### src/design/ffba_pkg.sv
`timescale 1ns / 1ps
`default_nettype none
// ----------------------------------------------------------------------------
// ffba_pkg
// Shared sizes, codes, state type and controller/datapath links of the
// first-fit bin allocator.
// ----------------------------------------------------------------------------
package ffba_pkg;

   localparam int NUM_BINS   = 1024;
   localparam int BLOCK_SIZE = 32;
   localparam int NUM_BLOCKS = (NUM_BINS + BLOCK_SIZE - 1) / BLOCK_SIZE;

   localparam int ADDR_W     = $clog2(NUM_BINS);
   localparam int POS_W      = $clog2(BLOCK_SIZE);
   localparam int BLK_W      = $clog2(NUM_BLOCKS);
   localparam int CNT_W      = 11;
   localparam int ROOM_W     = 31;
   localparam int INDEX_W    = 10;
   localparam int REQ_DATA_W = 32;
   localparam int RSP_DATA_W = 16;
   localparam int CSR_IDX_W  = 1;

   localparam logic [CSR_IDX_W-1:0] CSR_BIN_COUNT    = 1'd0;
   localparam logic [CSR_IDX_W-1:0] CSR_BIN_CAPACITY = 1'd1;

   localparam logic ACT_REFILL   = 1'b0;
   localparam logic ACT_ALLOCATE = 1'b1;

   typedef enum logic [2:0] {
      S_CLEAR,
      S_IDLE,
      S_FILL,
      S_BLK,
      S_BIN,
      S_DRAIN,
      S_CHECK,
      S_DONE
   } ffba_state_type;

   typedef struct packed {
      logic load;
      logic clr;
      logic fill_wr;
      logic fill_zero;
      logic fill_blkmax;
      logic blk_inc;
      logic bin_start;
      logic bin_issue;
      logic commit;
      logic rsp_load;
   } ffba_cmd_type;

   typedef struct packed {
      logic is_alloc;
      logic blk_past;
      logic blk_fits;
      logic blk_last;
      logic pos_last;
      logic sweep_last;
      logic found;
      logic out_free;
   } ffba_stat_type;

endpackage
`default_nettype wire

### src/design/ffba_ctrl.sv
`timescale 1ns / 1ps
`default_nettype none
// ----------------------------------------------------------------------------
// ffba_ctrl
// Sequencer for clear, refill sweep, block scan, bin scan and commit.
// ----------------------------------------------------------------------------
module ffba_ctrl (
   input  wire                      clock,
   input  wire                      reset,
   input  wire                      req_tvalid,
   output logic                     req_tready,
   input  wire                      req_tuser,
   input  ffba_pkg::ffba_stat_type  stat_i,
   output ffba_pkg::ffba_cmd_type   cmd_o
);
   import ffba_pkg::*;

   ffba_state_type state_ff;
   ffba_state_type state_in;

   always_ff @(posedge clock) begin
      if (reset) begin
         state_ff <= S_CLEAR;
      end else begin
         state_ff <= state_in;
      end
   end

   always_comb begin
      state_in   = state_ff;
      cmd_o      = '0;
      req_tready = 1'b0;
      case (state_ff)
         S_CLEAR: begin
            cmd_o.fill_wr   = 1'b1;
            cmd_o.fill_zero = 1'b1;
            if (stat_i.sweep_last) begin
               state_in = S_IDLE;
            end
         end
         S_IDLE: begin
            req_tready = 1'b1;
            if (req_tvalid) begin
               cmd_o.load = 1'b1;
               cmd_o.clr  = 1'b1;
               state_in   = (req_tuser == ACT_ALLOCATE) ? S_BLK : S_FILL;
            end
         end
         S_FILL: begin
            cmd_o.fill_wr = 1'b1;
            if (stat_i.sweep_last) begin
               cmd_o.fill_blkmax = 1'b1;
               state_in          = S_DONE;
            end
         end
         S_BLK: begin
            if (stat_i.blk_past) begin
               state_in = S_DONE;
            end else if (stat_i.blk_fits) begin
               cmd_o.bin_start = 1'b1;
               state_in        = S_BIN;
            end else if (stat_i.blk_last) begin
               state_in = S_DONE;
            end else begin
               cmd_o.blk_inc = 1'b1;
            end
         end
         S_BIN: begin
            cmd_o.bin_issue = 1'b1;
            if (stat_i.pos_last) begin
               state_in = S_DRAIN;
            end
         end
         S_DRAIN: begin
            state_in = S_CHECK;
         end
         S_CHECK: begin
            if (stat_i.found) begin
               cmd_o.commit = 1'b1;
               state_in     = S_DONE;
            end else if (stat_i.blk_last) begin
               state_in = S_DONE;
            end else begin
               cmd_o.blk_inc = 1'b1;
               state_in      = S_BLK;
            end
         end
         S_DONE: begin
            if (stat_i.out_free) begin
               cmd_o.rsp_load = 1'b1;
               state_in       = S_IDLE;
            end
         end
         default: begin
            state_in = S_IDLE;
         end
      endcase
   end

   a_commit_only_alloc: assert property (@(posedge clock) disable iff (reset)
      cmd_o.commit |-> stat_i.is_alloc)
      else $error("commit on a refill request");

   a_scan_after_fit: assert property (@(posedge clock) disable iff (reset)
      (state_ff == S_BLK && state_in == S_BIN) |-> (stat_i.blk_fits && !stat_i.blk_past))
      else $error("bin scan entered on a block that cannot fit");

   a_done_then_idle: assert property (@(posedge clock) disable iff (reset)
      cmd_o.rsp_load |=> state_ff == S_IDLE)
      else $error("result loaded without returning to idle");

endmodule
`default_nettype wire

### config.mk
export PLATFORM = sky130hd
export DESIGN_NAME = ffba_ctrl
export DESIGN_NICKNAME = d
export VERILOG_FILES = /design/src/design/ffba_pkg.sv /design/src/design/ffba_ctrl.sv
export SDC_FILE = /design/constraint.sdc
export NUM_CORES = 1
export LEC_CHECK = 0
export ABC_AREA = 1
export ABC_CLOCK_PERIOD_IN_PS = 1600
export BUFFER_PORTS_ARGS = -buffer_cell sky130_fd_sc_hd__buf_4
export CAP_MARGIN = 20
export CORE_AREA = 2 2 39 41
export CTS_CLUSTER_SIZE = 8
export DETAILED_ROUTE_END_ITERATION = 16
export DIE_AREA = 0 0 41 43
export SYNTH_ARGS = -nofsm -noshare
export SYNTH_HDL_FRONTEND = slang
export SYNTH_SLANG_ARGS = --single-unit
### constraint.sdc
create_clock -name clock -period 1.6 [get_ports clock]
set_input_delay 0.24 -clock clock [delete_from_list [all_inputs] [get_ports clock]]
set_output_delay 0.24 -clock clock [all_outputs]
set_load 0.005 [all_outputs]
; ---- Word level (Yosys, flattened, before mapping)
; Cells that the tools add are included.
[totals]
rom_bits = 0
reg_bits = 3
in_bits = 12
mem_count = 0
mem_bits_rw = 0
latchBits = 0
[op_classes]
div_mod_pow = 0
magnitude_cmp = 0
shift = 0
mul = 0
addsub = 0
n_mux = 31
n_eq_ne = 13
n_bitwise = 0
reduce_logical = 3
[ops]
columns = operator, n
row1 = 2-to-1 mux 3 bit, 10
row2 = one-hot mux 3 bit (8 select lines), 1
row3 = 2-to-1 mux 1 bit, 16
row4 = "== test 3 bit, second input constant", 4
row5 = "!= test 2 bit, second input constant", 5
row6 = "== test 3 x 2 -> 1 bit, second input constant", 2
row7 = 2-to-1 mux 2 bit, 3
row8 = AND reduction 6 bit, 1
row9 = "!= test 4 bit, second input constant", 1
row10 = "== test 3 x 1 -> 1 bit, second input constant", 1
row11 = zero test 3 bit, 1
row12 = one-hot mux 1 bit (2 select lines), 1
row13 = OR reduction 2 bit, 1

; ---- Logic depth before layout (Yosys ltp)
[logic_depth]
ltp_word = 4
ltp_mapped = 10
depth_no_buf = 9

; ---- Least setup slack after synthesis
; No wires, ideal clock.
[synth_path]
path_kind = register to output
startpoint = reg state_ff[1]
endpoint = out cmd_o[9] (netlist bit)
n_path_buf = 2
arrival_time_ns = 1.003
required_time_ns = 1.360
path_slack_ns = 0.357
path_stages_with_launch = 6
path_cell_list = dfxtp_1 -> buf_6 -> nor2_2 -> inv_2 -> nor3_1 -> buf_4
[synth_rtl]
columns = item, line_no
row1 = from (decl), ffba_ctrl.sv:18  ; ffba_state_type state_ff;
row2 = from (signal assigned), ffba_ctrl.sv:25  ; state_ff <= state_in;
row3 = to (decl), ffba_ctrl.sv:14  ; output ffba_pkg::ffba_cmd_type cmd_o

==> results.ini <==
[run_status]
status=finished, final reports clean

[clocking]
clock_sinks=3
cts.clk_slew.worst_paths_ns=0.04
ctsHoldBuffers=0
clk_latency_ns=0.24
clock_path_buffers=2
cts_tree=yes
cts_buffers=3
htree_levels=1
cts_root_buf=clkbuf_4

[logic_synthesis]
synth_commonest_cells=13 x nand2_1, 10 x nor2_1, 8 x inv_1
ys_ff_latch=3
ys_seq_area_share_pct=14.6
avgSynthCellArea_um2=6.05
ys.warnings.count=0
post_synth_num_cell_types=20
syn_nets=80
yosysTopAreaCellShare_pct=14.6
yosys.area.top_type=dfxtp_1
yosysMostFrequentCell=nand2_1
synth-main-ff-cell=dfxtp_1
netlist_instances=68
synth_area_um2=412
synth_edf_count=0
netlist_top_cells_area=dfxtp_1 15%, nand2_1 12%, nor2_4 11%
async_flop_share_pct=0

[die]
die_h_um=43
io_pins=23
coreArea_um2=1380
rows=14
start_util_pct=29.7
die_w_um=41
dieArea_um2=1760

[global_route]
grt_pass1_wl_um=1480
grt_usage_pct=12.3
antenna_found_initial=0
grt_overflow_total=0
grt_pass1_vias=383
grt_max_degree=10

[timing]
finalSetupTns_ns=0
setup-violations-final=0
fin_crit_ns=1.49
hold_violations=0
slew_violations=0
period_share_pct=93.4
fin_skew_ns=0.00764
worstMarginPinSlew_ns=0.242
relSlewSlack_pct=83.7
fmax_mhz=669
rsz0062_at_grt=no

[flow_run]
drv_cap=0

[worst_setup_path]
crit_path_max_incr_delay_ns=0.42
critPathKind=reg2out
cp-start-kind=flop
path_max_fanout=8
cp-end-kind=output port
crit_slowest_cell=dfxtp_2
worst_ep_arrival_time_ns=1.25
cp_cell_sequence=nand2_2 > inv_2 > nand2_1 > o32ai_1 > buf_4
required_ns=1.36

[finish]
nFillCells=155
num_antenna_cells=0
top_regs=state_ff (3)
largest_reg_flops=3
layout-drive-gt1-share_pct=51.1
regMostFlops=state_ff
areaGrowthSynthToFinish_pct=42.9
final_nets=103
stdcell_count=106

[power_and_ir_drop]
swShare_pct=48.7
combPwrFrac_pct=63.4
p_seq_share_pct=21.4
ir_worst_vdd_mv=0.693
pwr-share-clk_pct=15.2
power_density_nw_per_um2=1550
leakage_uw=0.000312
p_int_uw=467
power.switching_uw=443

[placement]
portBuffers=21
dp_hpwl_um=741
numPlacedInstances=102
gp_congestion=0.737

[drt]
dr.first_iter.drc_count=2
vias=446
vias_per_cell=4.21
wl_um=914
firstDrtPassIters=3
drc=0
postRouteAntennaNets=0
wl_per_cell_um=8.62

[worst_hold_path]
min_path_type=in2reg

worst paths after layout:
kind | cells after the start | to | startpoint | slack, ns
worst max-delay path | 5 | cmd_o[4] | state_ff[1] | 0.11
worst min-delay path | 4 | state_ff[1] | reset | 0.26
worst max register to register | 7 | state_ff[2] | state_ff[0] | 0.44
worst min register to register | 4 | state_ff[1] | state_ff[1] | 0.60
worst max-delay path, delay by kind of cell (launching register included):
| kind | cells | cell delay [ns] |
|---|---|---|
| buf+inv | 2 | 0.22 |
| simple gates | 2 | 0.15 |
| compound gates | 1 | 0.22 |
| flops | 1 | 0.42 |
stage by stage:
step | power (uW) | hold WS, ns | util [%] | cell area [um2] | setup WS, ns
floorplan | 627 | 0.421 | - | 412 | 0.357
global route | 1010 | 0.276 | 42.5 | 588 | 0.0126
global placement | 766 | 0.518 | 40.4 | 559 | 0.247
finish | 911 | 0.260 | 42.5 | 588 | 0.105
CTS | 920 | 0.252 | 42.4 | 587 | 0.0290
detailed placement | 771 | 0.520 | 40.4 | 559 | 0.229
layout by cell type (no fill, tap or decap), types with 3 or more instances in the layout:
| cell type | Yosys | final |
|---|---|---|
| buf_4 | 1 | 21 |
| nand2_1 | 13 | 13 |
| nor2_1 | 10 | 10 |
| inv_1 | 8 | 8 |
| nor2_2 | 6 | 6 |
| nor2_4 | 4 | 4 |
| nand2_2 | 4 | 4 |
| inv_2 | 3 | 3 |
| nand3_1 | 3 | 3 |
| clkbuf_4 | 0 | 3 |
cell families (layout without fill, tap and decap cells):
kind of cell	Yosys count	after routing	synth area share [%]
compound gates	4	4	5.77
buf+inv	16	38	19.8
flops	3	3	14.6
simple gates	45	45	59.9
per-layer routing:
metal	up-vias	GRT usage, %	part of all wire [%]
li1	247	-	-
met1	183	16.9	44
met3	2	1.57	5.5
met2	14	17.2	48
met5	-	0	0
met4	0	8.00	2.5
power by group through the flow:
| stage | logic (uW) | registers, uW | clock network (uW) |
|---|---|---|---|
| 3_3_place_gp | 576 | 190 | 0 |
| 4_1_cts | 583 | 192 | 146 |
| 5_1_grt | 656 | 205 | 153 |
| 2_1_floorplan | 498 | 129 | 0 |
| 6_report | 577 | 195 | 139 |
| 3_5_place_dp | 580 | 191 | 0 |
final cells by class:
cell class	instances	area, um2	area share, %
Multi-Input combinational cell	49	270	46.0
Timing Repair Buffer	21	158	26.8
Sequential cell	3	62.6	10.6
Inverter	13	51.3	8.72
Clock buffer	4	26.3	4.47
Tap cell	16	20.0	3.40
repair_timing:
action,4_1_cts,5_1_grt
gates resized for setup,1,1
pin swaps,0,0
cloned,0,0
endpoints found under the setup margin,1,2
buffers inserted,0,0
Power figures use the tool's default switching activity.
